### src/rtl/cantm_pkg.sv
// ---------------------------------------------------------------------------
// CAN telemetry module table package
// Shared request, result and outcome types for the module table block.
// ---------------------------------------------------------------------------
package cantm_pkg;

    typedef enum logic [2:0] {
        OUT_CLEARED = 3'd0,
        OUT_IGNORED = 3'd1,
        OUT_SEEN    = 3'd2,
        OUT_VOLT    = 3'd3,
        OUT_CURR    = 3'd4,
        OUT_STATUS  = 3'd5,
        OUT_FULL    = 3'd6
    } t_outcome;

    localparam logic [3:0] PROTO_MODULE  = 4'h1;
    localparam logic [3:0] MSG_REPLY     = 4'h3;
    localparam logic [3:0] LEN_REPLY_MIN = 4'd2;
    localparam logic [3:0] LEN_VALUE_MIN = 4'd8;
    localparam logic [7:0] RC_VOLT       = 8'h00;
    localparam logic [7:0] RC_CURR       = 8'h01;
    localparam logic [7:0] RC_STATUS     = 8'h08;

    localparam int QUEUE_DEPTH = 2;
    localparam int QPW         = $clog2(QUEUE_DEPTH);

    typedef struct packed {
        t_outcome    op;
        logic [6:0]  addr;
        logic [31:0] value;
    } t_req;

    typedef struct packed {
        t_outcome    outcome;
        logic [2:0]  slot;
        logic [3:0]  count;
        logic [31:0] volt;
        logic [31:0] curr;
    } t_res;

endpackage

### src/rtl/cantm_front.sv
// ---------------------------------------------------------------------------
// CAN telemetry front end
// Accepts commands and frames, decodes protocol, address and reply type into
// a compact request, and holds it until the request queue takes it.
// ---------------------------------------------------------------------------
module cantm_front
    import cantm_pkg::*;
(
    input  logic        i_clk,
    input  logic        i_rst_n,
    input  logic        i_push,
    output logic        o_full,
    input  logic        i_cmd,
    input  logic [28:0] i_frame_id,
    input  logic [3:0]  i_frame_len,
    input  logic [7:0]  i_byte_zero,
    input  logic [7:0]  i_byte_one,
    input  logic [7:0]  i_byte_four,
    input  logic [7:0]  i_byte_five,
    input  logic [7:0]  i_byte_six,
    input  logic [7:0]  i_byte_seven,
    output logic        o_req_valid,
    input  logic        i_req_full,
    output t_req        o_req
);

    logic  r_valid, n_valid;
    t_req  r_req, n_req;
    logic  take;
    logic  is_reply;

    assign o_full      = r_valid && i_req_full;
    assign take        = i_push && !o_full;
    assign o_req_valid = r_valid;
    assign o_req       = r_req;
    assign is_reply    = (i_frame_len >= LEN_REPLY_MIN) && (i_byte_zero[3:0] == MSG_REPLY);

    always_comb begin
        n_req.addr  = i_frame_id[20:14];
        n_req.value = (i_frame_len >= LEN_VALUE_MIN) ?
                      {i_byte_four, i_byte_five, i_byte_six, i_byte_seven} : 32'd0;
        if (i_cmd) begin
            n_req.op = OUT_CLEARED;
        end else if (i_frame_id[28:25] != PROTO_MODULE || i_frame_id[20:14] == 7'd0) begin
            n_req.op = OUT_IGNORED;
        end else if (!is_reply) begin
            n_req.op = OUT_SEEN;
        end else begin
            case (i_byte_one)
                RC_VOLT:   n_req.op = OUT_VOLT;
                RC_CURR:   n_req.op = OUT_CURR;
                RC_STATUS: n_req.op = OUT_STATUS;
                default:   n_req.op = OUT_SEEN;
            endcase
        end
        n_valid = take || (r_valid && i_req_full);
    end

    always_ff @(posedge i_clk) begin
        if (!i_rst_n) begin
            r_valid <= 1'b0;
        end else begin
            r_valid <= n_valid;
        end
    end

    always_ff @(posedge i_clk) begin
        if (take) begin
            r_req <= n_req;
        end
    end

endmodule

### src/rtl/cantm_queue.sv
// ---------------------------------------------------------------------------
// CAN telemetry request queue
// Short first-in first-out buffer between the decoder and the table engine.
// ---------------------------------------------------------------------------
module cantm_queue
    import cantm_pkg::*;
(
    input  logic i_clk,
    input  logic i_rst_n,
    input  logic i_push,
    output logic o_full,
    input  t_req i_data,
    output logic o_empty,
    input  logic i_pop,
    output t_req o_data
);

    t_req           r_mem [QUEUE_DEPTH];
    logic [QPW-1:0] r_wr_ptr, n_wr_ptr;
    logic [QPW-1:0] r_rd_ptr, n_rd_ptr;
    logic [QPW:0]   r_level, n_level;
    logic           do_push, do_pop;

    assign o_full  = (r_level == (QPW+1)'(QUEUE_DEPTH));
    assign o_empty = (r_level == '0);
    assign do_push = i_push && !o_full;
    assign do_pop  = i_pop && !o_empty;
    assign o_data  = r_mem[r_rd_ptr];

    always_comb begin
        n_wr_ptr = do_push ? r_wr_ptr + QPW'(1) : r_wr_ptr;
        n_rd_ptr = do_pop ? r_rd_ptr + QPW'(1) : r_rd_ptr;
        n_level  = r_level + (QPW+1)'(do_push) - (QPW+1)'(do_pop);
    end

    always_ff @(posedge i_clk) begin
        if (!i_rst_n) begin
            r_wr_ptr <= '0;
            r_rd_ptr <= '0;
            r_level  <= '0;
        end else begin
            r_wr_ptr <= n_wr_ptr;
            r_rd_ptr <= n_rd_ptr;
            r_level  <= n_level;
        end
    end

    always_ff @(posedge i_clk) begin
        if (do_push) begin
            r_mem[r_wr_ptr] <= i_data;
        end
    end

endmodule

### src/rtl/cantm_back.sv
// ---------------------------------------------------------------------------
// CAN telemetry table engine
// Scans the address table one entry a cycle, appends new modules, stores
// slot zero readings and holds the result for the consumer.
// ---------------------------------------------------------------------------
module cantm_back
    import cantm_pkg::*;
#(
    parameter int TABLE_DEPTH = 8
) (
    input  logic i_clk,
    input  logic i_rst_n,
    input  logic i_req_empty,
    output logic o_req_pop,
    input  t_req i_req,
    output logic o_empty,
    input  logic i_pop,
    output t_res o_res
);

    localparam int IW = (TABLE_DEPTH > 1) ? $clog2(TABLE_DEPTH) : 1;
    localparam int CW = $clog2(TABLE_DEPTH + 1);

    typedef enum logic [2:0] {
        S_IDLE  = 3'b001,
        S_PRIME = 3'b010,
        S_SCAN  = 3'b100
    } t_state;

    t_state        r_state, n_state;
    t_req          r_req, n_req;
    logic [CW-1:0] r_count, n_count;
    logic [IW-1:0] r_raddr, n_raddr;
    logic [IW-1:0] r_cidx, n_cidx;
    logic [6:0]    r_rd;
    logic [31:0]   r_v0, n_v0;
    logic [31:0]   r_c0, n_c0;
    logic          r_out_valid, n_out_valid;
    t_res          r_out, n_out;
    logic [6:0]    r_addr_mem [TABLE_DEPTH];
    logic          wr_en;
    logic [IW-1:0] slot_idx;
    logic          fin, fin_found;

    assign o_empty   = !r_out_valid;
    assign o_res     = r_out;
    assign o_req_pop = (r_state == S_IDLE) && !i_req_empty && (!r_out_valid || i_pop);

    always_comb begin
        n_state     = r_state;
        n_req       = r_req;
        n_count     = r_count;
        n_raddr     = r_raddr;
        n_cidx      = r_cidx;
        n_v0        = r_v0;
        n_c0        = r_c0;
        n_out_valid = r_out_valid && !i_pop;
        n_out       = r_out;
        wr_en       = 1'b0;
        slot_idx    = r_cidx;
        fin         = 1'b0;
        fin_found   = 1'b0;
        unique case (r_state)
            S_IDLE: begin
                if (o_req_pop) begin
                    n_req = i_req;
                    if (i_req.op == OUT_CLEARED) begin
                        n_count     = '0;
                        n_out_valid = 1'b1;
                        n_out       = '{OUT_CLEARED, 3'd0, 4'd0, r_v0, r_c0};
                    end else if (i_req.op == OUT_IGNORED) begin
                        n_out_valid = 1'b1;
                        n_out       = '{OUT_IGNORED, 3'd0, 4'(r_count), r_v0, r_c0};
                    end else begin
                        n_state = S_PRIME;
                        n_raddr = '0;
                    end
                end
            end
            S_PRIME: begin
                n_raddr = IW'(1);
                n_cidx  = '0;
                if (r_count == '0) begin
                    fin = 1'b1;
                end else begin
                    n_state = S_SCAN;
                end
            end
            S_SCAN: begin
                if (r_rd == r_req.addr) begin
                    fin       = 1'b1;
                    fin_found = 1'b1;
                end else if (CW'(r_cidx) + CW'(1) == r_count) begin
                    fin = 1'b1;
                end else begin
                    n_cidx  = r_cidx + IW'(1);
                    n_raddr = r_cidx + IW'(2);
                end
            end
            default: n_state = S_IDLE;
        endcase

        if (fin) begin
            n_state     = S_IDLE;
            n_out_valid = 1'b1;
            if (!fin_found && r_count == CW'(TABLE_DEPTH)) begin
                n_out = '{OUT_FULL, 3'd0, 4'(r_count), r_v0, r_c0};
            end else begin
                if (!fin_found) begin
                    slot_idx = r_count[IW-1:0];
                    wr_en    = 1'b1;
                    n_count  = r_count + CW'(1);
                end
                if (slot_idx == '0) begin
                    case (r_req.op)
                        OUT_VOLT: n_v0 = r_req.value;
                        OUT_CURR: n_c0 = r_req.value;
                        default:  ;
                    endcase
                end
                n_out = '{r_req.op, 3'(slot_idx), 4'(n_count), n_v0, n_c0};
            end
        end
    end

    always_ff @(posedge i_clk) begin
        if (!i_rst_n) begin
            r_state     <= S_IDLE;
            r_count     <= '0;
            r_v0        <= '0;
            r_c0        <= '0;
            r_out_valid <= 1'b0;
        end else begin
            r_state     <= n_state;
            r_count     <= n_count;
            r_v0        <= n_v0;
            r_c0        <= n_c0;
            r_out_valid <= n_out_valid;
        end
    end

    always_ff @(posedge i_clk) begin
        r_req   <= n_req;
        r_raddr <= n_raddr;
        r_cidx  <= n_cidx;
        r_out   <= n_out;
    end

    always_ff @(posedge i_clk) begin
        if (wr_en) begin
            r_addr_mem[slot_idx] <= r_req.addr;
        end
        r_rd <= r_addr_mem[r_raddr];
    end

endmodule

### src/rtl/can_telemetry_module_table_top.sv
// ---------------------------------------------------------------------------
// CAN telemetry module table
// Tracks power modules seen on the bus and their slot zero readings.
// ---------------------------------------------------------------------------
// Each request gives exactly one result. Clear commands and ignored frames
// are answered in the idle state as they leave the queue head; a frame goes
// through the prime state and, if the table holds entries, the scan state,
// which searches the single-read-port address table one entry a cycle.
// A two-entry request queue and an input register let new requests enter
// while the engine scans, and the result register holds a finished result
// until it is popped. The table needs no clearing pass after reset.
module can_telemetry_module_table_top
    import cantm_pkg::*;
#(
    parameter int TABLE_DEPTH = 8
) (
    input  logic        i_clk,
    input  logic        i_rst_n,
    input  logic        push,
    output logic        full,
    input  logic        i_cmd,
    input  logic [28:0] i_frame_id,
    input  logic [3:0]  i_frame_len,
    input  logic [7:0]  i_byte_zero,
    input  logic [7:0]  i_byte_one,
    input  logic [7:0]  i_byte_four,
    input  logic [7:0]  i_byte_five,
    input  logic [7:0]  i_byte_six,
    input  logic [7:0]  i_byte_seven,
    input  logic [31:0] i_now_ms,
    output logic        empty,
    input  logic        pop,
    output logic [2:0]  o_outcome,
    output logic [2:0]  o_slot,
    output logic [3:0]  o_module_count,
    output logic [31:0] o_first_voltage_mv,
    output logic [31:0] o_first_current_ma
);

    logic f_valid;
    t_req f_req;
    logic q_full, q_empty, q_pop;
    t_req q_req;
    t_res res;
    logic unused_now;

    assign unused_now = ^i_now_ms;

    cantm_front u_front (
        .i_clk        (i_clk),
        .i_rst_n      (i_rst_n),
        .i_push       (push),
        .o_full       (full),
        .i_cmd        (i_cmd),
        .i_frame_id   (i_frame_id),
        .i_frame_len  (i_frame_len),
        .i_byte_zero  (i_byte_zero),
        .i_byte_one   (i_byte_one),
        .i_byte_four  (i_byte_four),
        .i_byte_five  (i_byte_five),
        .i_byte_six   (i_byte_six),
        .i_byte_seven (i_byte_seven),
        .o_req_valid  (f_valid),
        .i_req_full   (q_full),
        .o_req        (f_req)
    );

    cantm_queue u_queue (
        .i_clk   (i_clk),
        .i_rst_n (i_rst_n),
        .i_push  (f_valid),
        .o_full  (q_full),
        .i_data  (f_req),
        .o_empty (q_empty),
        .i_pop   (q_pop),
        .o_data  (q_req)
    );

    cantm_back #(
        .TABLE_DEPTH (TABLE_DEPTH)
    ) u_back (
        .i_clk       (i_clk),
        .i_rst_n     (i_rst_n),
        .i_req_empty (q_empty),
        .o_req_pop   (q_pop),
        .i_req       (q_req),
        .o_empty     (empty),
        .i_pop       (pop),
        .o_res       (res)
    );

    assign o_outcome          = res.outcome;
    assign o_slot             = res.slot;
    assign o_module_count     = res.count;
    assign o_first_voltage_mv = res.volt;
    assign o_first_current_ma = res.curr;

`ifndef NO_ASSERTIONS
    a_clear_count : assert property (@(posedge i_clk) disable iff (!i_rst_n)
        (!empty && o_outcome == OUT_CLEARED) |-> (o_module_count == 4'd0))
        else $error("clear result with nonzero module count");

    a_none_slot : assert property (@(posedge i_clk) disable iff (!i_rst_n)
        (!empty && (o_outcome == OUT_CLEARED || o_outcome == OUT_IGNORED ||
                    o_outcome == OUT_FULL)) |-> (o_slot == 3'd0))
        else $error("slot nonzero on result without module");

    a_full_count : assert property (@(posedge i_clk) disable iff (!i_rst_n)
        (!empty && o_outcome == OUT_FULL) |-> (o_module_count == 4'(TABLE_DEPTH)))
        else $error("table full reported below capacity");

    a_new_count : assert property (@(posedge i_clk) disable iff (!i_rst_n)
        (!empty && pop && o_outcome == OUT_CLEARED) |=>
        (empty || o_outcome == OUT_CLEARED || o_outcome == OUT_IGNORED ||
         o_module_count <= 4'd1))
        else $error("module count grew by more than one after clear");
`endif

endmodule
### config.mk
export PLATFORM = sky130hd
export DESIGN_NAME = can_telemetry_module_table_top
export DESIGN_NICKNAME = d
export VERILOG_FILES = /design/src/rtl/cantm_pkg.sv /design/src/rtl/cantm_front.sv /design/src/rtl/cantm_queue.sv /design/src/rtl/cantm_back.sv /design/src/rtl/can_telemetry_module_table_top.sv
export SDC_FILE = /design/constraint.sdc
export NUM_CORES = 1
export LEC_CHECK = 0
export BUFFER_PORTS_ARGS = -buffer_cell sky130_fd_sc_hd__buf_2
export CORE_AREA = 2 2 189 191
export DETAILED_ROUTE_END_ITERATION = 10
export DIE_AREA = 0 0 191 193
export GPL_TIMING_DRIVEN = 0
export PLACE_DENSITY = 0.65
export SYNTH_ARGS = -nofsm -noshare
export SYNTH_HDL_FRONTEND = slang
export SYNTH_SLANG_ARGS = --single-unit
### constraint.sdc
create_clock -name i_clk -period 14.75 [get_ports i_clk]
set_clock_uncertainty 0.05 [all_clocks]
set_input_delay 0.7375 -clock i_clk [delete_from_list [all_inputs] [get_ports i_clk]]
set_output_delay 0.7375 -clock i_clk [all_outputs]
set_load 0.02 [all_outputs]
=== Yosys cells after proc, flatten, opt, wreduce, memory -nomap -nowiden ===
Memory sizes are Yosys's and may differ from the RTL's. A register that Yosys moved wholly into a read port is not among the register bits.
Cells that the tools add are included.
Widths: inputs -> output; s select.

* Register bits after elaboration: 241
* Bits in latches: 0
* Bits in writable memories: 140
* Bits in read-only memories: 0
* Bits of input ports: 118
* Output and inout bits: 76
* Word-level logic and storage cells: 156
* Memories kept: 2

* Add/subtract/negate cells: 8
* Multipliers: 0
* Divide/modulo/power cells: 0
* Order comparisons: 2
* Eq/ne operators: 20
* Shift-type cells: 0
* Mux-type cells: 58
* Bitwise operators: 4
* Reduce and logical (&&, ||, !) cells: 38

{| class="wikitable"
|+ Memories
! memory !! words !! bits a word !! read ports !! clocked after memory_dff !! write ports !! RTL line !! text
|-
| u_queue.r_mem || 2 || 42 || 1 || 1 || 1 || cantm_queue.sv:18 || <nowiki>t_req r_mem [QUEUE_DEPTH];</nowiki>
|-
| u_back.r_addr_mem || 8 || 7 || 1 || 1 || 1 || cantm_back.sv:40 || <nowiki>logic [6:0] r_addr_mem [TABLE_DEPTH];</nowiki>
|}

{| class="wikitable"
|+ Operator list
! kind !! count
|-
| $mux 74 || 6
|-
| $mux 32 || 4
|-
| $mux 3 || 16
|-
| $pmux 3 s3 || 3
|-
| $mux 4 || 6
|-
| $mux 1 || 20
|-
| $ne 2x2->1 const B || 6
|-
| $logic_and 1x1->1 || 9
|-
| $eq 8x1->1 const B || 1
|-
| $eq 8x4->1 const B || 1
|-
| $logic_not 8->1 || 1
|-
| $eq 7x7->1 || 1
|-
| $logic_not 7->1 || 1
|-
| $eq 3x1->1 const B || 2
|-
| $eq 3x2->1 const B || 2
|-
| $eq 3x3->1 const B || 2
|-
| $logic_not 1->1 || 6
|-
| $logic_not 3->1 || 2
|-
| $pmux 3 s2 || 1
|-
| $reduce_and 3->1 || 2
|-
| $reduce_and 6->1 || 1
|-
| $reduce_bool 2->1 || 3
|-
| $reduce_bool 3->1 || 2
|-
| $reduce_and 5->1 || 1
|-
| 23 further kinds || 31
|}

=== Logic depth before layout (Yosys ltp) ===
* Depth after elaboration: 11
* Gate-level depth with buffers: 11
* Depth with buffers taken out: 8

=== Hierarchy ===
A second synthesis with hierarchy kept.

* Cell total of the unflattened synthesis: 958
* Area total of the unflattened synthesis: 15110.7 sq um

{| class="wikitable"
|+ Modules (own cells, without submodules)
! module !! times used !! cells each !! area an instance (sq um) !! seq. area each (sq um)
|-
| cantm_back || 1 || 702 || 10008.3 || 6926.6
|-
| cantm_queue || 1 || 158 || 3470.8 || 2622.5
|-
| cantm_front || 1 || 98 || 1631.6 || 1281.2
|}

=== Worst setup path before layout ===
Ideal clock, no wire load.

* Path kind: input to register
* From: input port pop
* To: register u_back.r_out (netlist bit u_back.o_res[0]), enable pin
* Library setup time: 0.608 ns
* Arrival: 6.399 ns
* Data required time: 14.092 ns
* Slack: 7.693 ns
* Stages: 4
* Path buffers: 0
* Cell sequence: nand2b_1 > o2111a_1 > inv_1 > o21ai_0

* Word-level cells in the longest chain between the ends: 4

{| class="wikitable"
|+ RTL lines
! what !! RTL line !! text
|-
| start, declared || can_telemetry_module_table_top.sv:32 || <nowiki>input logic pop,</nowiki>
|-
| $logic_or 1x1->1 || cantm_back.sv:47 || <nowiki>assign o_req_pop = (r_state == S_IDLE) && !i_req_empty && (!r_out_valid || i_pop);</nowiki>
|-
| $logic_and 1x1->1 || cantm_back.sv:47 ||
|-
| $reduce_bool 2->1 (no line) || -- ||
|-
| $reduce_and 3->1 (no line) || -- ||
|-
| end signal, assigned || cantm_back.sv:146 || <nowiki>r_out <= n_out;</nowiki>
|-
| end, declared || cantm_back.sv:39 || <nowiki>t_res r_out, n_out;</nowiki>
|}

No other way between the ends.
A chain may end at the register's enable or synchronous reset.

=== Final worst setup path ===
* From: register u_back.r_count[0]
* To: memory u_back.r_addr_mem[2][5], enable pin

* Word-level cells in the longest chain between the ends: 7
* Elaborated cells on any way between the ends: 17
* Classes of those cells: eq/ne (2); mux (13); reduce/logical (2)

{| class="wikitable"
|+ RTL lines
! what !! RTL line !! text
|-
| start, declared || cantm_back.sv:32 || <nowiki>logic [CW-1:0] r_count, n_count;</nowiki>
|-
| start signal, assigned || cantm_back.sv:135 || <nowiki>r_count <= n_count;</nowiki>
|-
| $eq 4x4->1 || cantm_back.sv:93 || <nowiki>end else if (CW'(r_cidx) + CW'(1) == r_count) begin</nowiki>
|-
| $mux 1 || cantm_back.sv:93 ||
|-
| $mux 1 || cantm_back.sv:90 || <nowiki>if (r_rd == r_req.addr) begin</nowiki>
|-
| $pmux 1 s2 || cantm_back.sv:63 || <nowiki>unique case (r_state)</nowiki>
|-
| $mux 1 || cantm_back.sv:103 || <nowiki>if (fin) begin</nowiki>
|-
| $mux 1 || cantm_back.sv:150 || <nowiki>if (wr_en) begin</nowiki>
|-
| $mux 1 (not written as such) || cantm_back.sv:151 || <nowiki>r_addr_mem[slot_idx] <= r_req.addr;</nowiki>
|-
| end, declared || cantm_back.sv:40 ||
|}

Parallel ways exist; a longest one is shown, timed or not. The select of a mux whose other input is x is not followed.

==> impl_results.md <==
- Crit path cell chain: clkbuf_1 -> inv_1 -> ha_1 -> nor2b_1 -> nor4b_2 -> a21oi_1 -> or2_2 -> nor4_2
- Top delay family on crit path: simple AND/OR/NAND/NOR gates
- Largest net degree at the start of global routing: 36
- CP Buf/Inv Count: 2
- Simple-Gate Fraction of Synth Area: 7.344%
- Avg Synthesized Cell Area: 16.44 sq um
- Setup Buffers After CTS: 0
- Max VDD drop: 0.00007156 V
- Final hold vios: 0
- Final nets: 1231
- Antenna violations before repair: 0
- Met1 Usage GRT: 22.93%
- Num rows: 69
- Post-synth cell types: 56
- Routed WL per cell: 17.94 um
- # hold bufs at CTS: 0
- Total global-route track usage: 15.70%
- Synth warn: 0
- Setup CP Type: reg2reg
- Achievable Freq: 276.8 MHz
- Iteration-0 DRC Markers: 547
- Root Driver: clkbuf_16
- Multiplexer share of the synthesized area: 16.15%
- Final period util: 24.49%
- Pleak: 7.004 nW
- Inst Count DP: 1527
- Synth Area in XOR/XNOR: 0.9077%
- Element type at the critical path end: flop
- Fin util: 51.22%
- Seq cells post-synth: 389
- Max Cap Viol: 0
- DR DRC count: 0
- DRT antenna net count: 0
- PortBufs: 137
- Largest family of logic cells by synthesized area: multiplexers
- Met3 global-route usage: 2.643%
- Longest Clk Path Bufs: 3
- Die W: 191 um
- Met2 Use GR: 24.28%
- Hold Crit Class: in2reg
- Synth Flop Type: edfxtp_1
- Seq/Total Area, Yosys: 71.43%
- Area overhead of the layout relative to synthesis: 18.11%
- Slowest stage delay, CP: 830 ps
- Final setup fails: 0
- Clock sinks: 389
- H-Tree Level Count: 2
- Busiest grt layer: met2
- Via/cell ratio: 4.902
- Finished Cell Area: 0.01791 sq mm
- Layout cells sized above 1: 31.49%
- Worst path required time: 14840 ps
- Layout Cells excl Fill: 1598
- Slew Limit Fails: 0
- Die Y: 193 um
- Worst slew pin tran: 1119 ps
- CP Max Fanout: 10
- Status: finished, final reports clean
- GR Overflow Total: 0
- Clock Latency Late Sink: 540 ps
- First-pass GRT wire length: 44100 um
- Final wirelength: 28670 um
- Slowest CP cell: nor4_2
- Placed cell area: 0.01663 sq mm
- Ys async rst share: 0%
- First-pass DRT Iterations: 5
- Placeable Area: 0.03496 sq mm
- Vias in the first global route: 7725
- Critical Path Source Type: flop
- Syn Inst Count: 922
- DIE AREA: 0.03686 sq mm
- WP data arrival: 3710 ps
- Sum Neg Setup Slack: 0 ps
- # fillers: 2889
- Synthesized Nets: 1046
- Routed vias: 7833
- Hold_ws: 355.7 ps
- Post-synthesis compound-gate area fraction: 1.890%
- Top Ports: 194
- Reg clk slew, reported paths: 60 ps
- Syn Std Cell Area: 0.01516 sq mm
- Pwr/cell area: 158.0 mW/mm^2
- Post-route minimum period: 3612 ps
- Post-CTS sizing: 0
- Relative slew slack: 24.83%
- RSZ-0062 raised after global routing: false
- Placed wire-length estimate: 20070 um
- CTS tree: done
- EDFF count, synth: 304
- TritonCTS Buffers: 39
- Post-Synth Adder-Cell Area: 0.4951%
- Starting Density: 43.36%
- # diodes: 0
- Placer Congestion: 0.8710
[per-layer routing]
layer | up-vias | wire length [um]
li1 | 3795 | -
met1 | 3806 | 13560
met2 | 189 | 13160
met3 | 43 | 1336
met4 | 0 | 612
met5 | - | 0
[worst reg2reg max path: stages (launching register included)]
cell and delay, ps:
dfxtp_1 360, clkbuf_1 230, inv_1 130, ha_1 160, nor2b_1 160, nor4b_2 550
a21oi_1 300, or2_2 440, nor4_2 830
[path summary, 6_finish.rpt]
kind                                   start                           endpoint  slack, ps  depth (start not counted)
max             u_back.r_count[0]$_SDFF_PN0_  u_back.r_addr_mem[2][5]$_DFFE_PP_      11140                          8
max reg2reg     u_back.r_count[0]$_SDFF_PN0_  u_back.r_addr_mem[2][5]$_DFFE_PP_      11140                          8
min reg2reg  u_front.o_req[28]$_SDFFCE_PN0P_     u_queue.r_mem[0][28]$_DFFE_PP_        390                          0
min                           i_frame_id[19]        u_front.o_req[37]$_DFFE_PP_        360                          1
[sequential cells by signal, summed over array words and instances (netlist names), named ones only]
signal and count:
u_queue.r_mem 84, u_back.o_res 74, u_back.r_addr_mem 56, u_back.r_req 42
u_front.o_req 42, u_back.r_c0 32, u_back.r_v0 32, u_back.r_rd 7
u_back.r_count 4, u_back.r_cidx 3, u_back.r_raddr 3, u_back.r_state 3
u_queue.r_level 2, u_back.r_out_valid 1, u_front.o_req_valid 1, u_queue.r_rd_ptr 1
u_queue.r_wr_ptr 1
[power breakdown]
| group | switching (W) | internal, W |
|---|---|---|
| Combinational | 0.000232 | 0.000156 |
| Clock | 0.000404 | 0.000566 |
| Sequential | 0.0000996 | 0.00137 |
| Total | 0.000736 | 0.00209 |
[placed cells by master (no fill, tap or decap), types with 8 or more instances in the layout]
master,netlist,final
a21oi_1,8,8
and2_1,42,42
buf_2,6,143
clkbuf_1,27,33
clkbuf_16,0,39
clkinv_2,0,11
dfxtp_1,85,85
edfxtp_1,304,304
inv_1,9,9
mux2_1,8,8
mux2_2,49,49
mux2_4,56,56
mux2i_1,65,65
mux4_2,14,14
nand2_1,117,117
nor2_1,21,20
o21ai_0,10,9
xor2_1,8,8
[cell type report]
| cell class | count | area, sq um | share of cell area (%) |
|---|---|---|---|
| Sequential cell | 389 | 10830 | 60.48 |
| Multi-Input combinational cell | 479 | 4115 | 22.98 |
| Clock buffer | 49 | 1054 | 5.883 |
| Timing Repair Buffer | 144 | 833.3 | 4.653 |
| Tap cell | 461 | 576.8 | 3.221 |
| Buffer | 45 | 236.5 | 1.320 |
| Clock inverter | 22 | 229.0 | 1.279 |
| Inverter | 9 | 33.78 | 0.1886 |
[logic make-up after synthesis]
group           count (synthesis)
mux                           192
buf+inv                        54
xor+xnor                       14
flops                         389
fa+ha+maj                       6
simple gates                  228
compound gates                 39
[per-stage QoR]
stage / worst slack (ps) / power, W
floorplan: 7693 / 0.001720
finish: 11140 / 0.002830
detailed placement: 11190 / 0.001889
global placement: 5171 / 0.001870
global route: 10870 / 0.002948
CTS: 11180 / 0.002865
[cell usage after synthesis (4+ instances only)]
cell type	n	share of area, %
a21oi_1	8	0.26
and2_1	42	1.7
and3_1	4	0.17
buf_2	6	0.20
buf_6	7	0.52
clkbuf_1	27	0.67
dfxtp_1	85	11
edfxtp_1	304	60
ha_1	6	0.50
inv_1	9	0.22
mux2_1	8	0.59
mux2_2	49	3.6
mux2_4	56	5.5
mux2i_1	65	4.3
mux4_2	14	2.1
nand2_1	117	2.9
nand2b_1	6	0.25
nand3_1	4	0.13
nor2_1	21	0.52
nor2b_1	4	0.17
nor3_1	7	0.23
nor4_1	5	0.21
o21ai_0	10	0.33
xnor2_1	5	0.29
xor2_1	8	0.46
(Power assumes the default switching activity.)
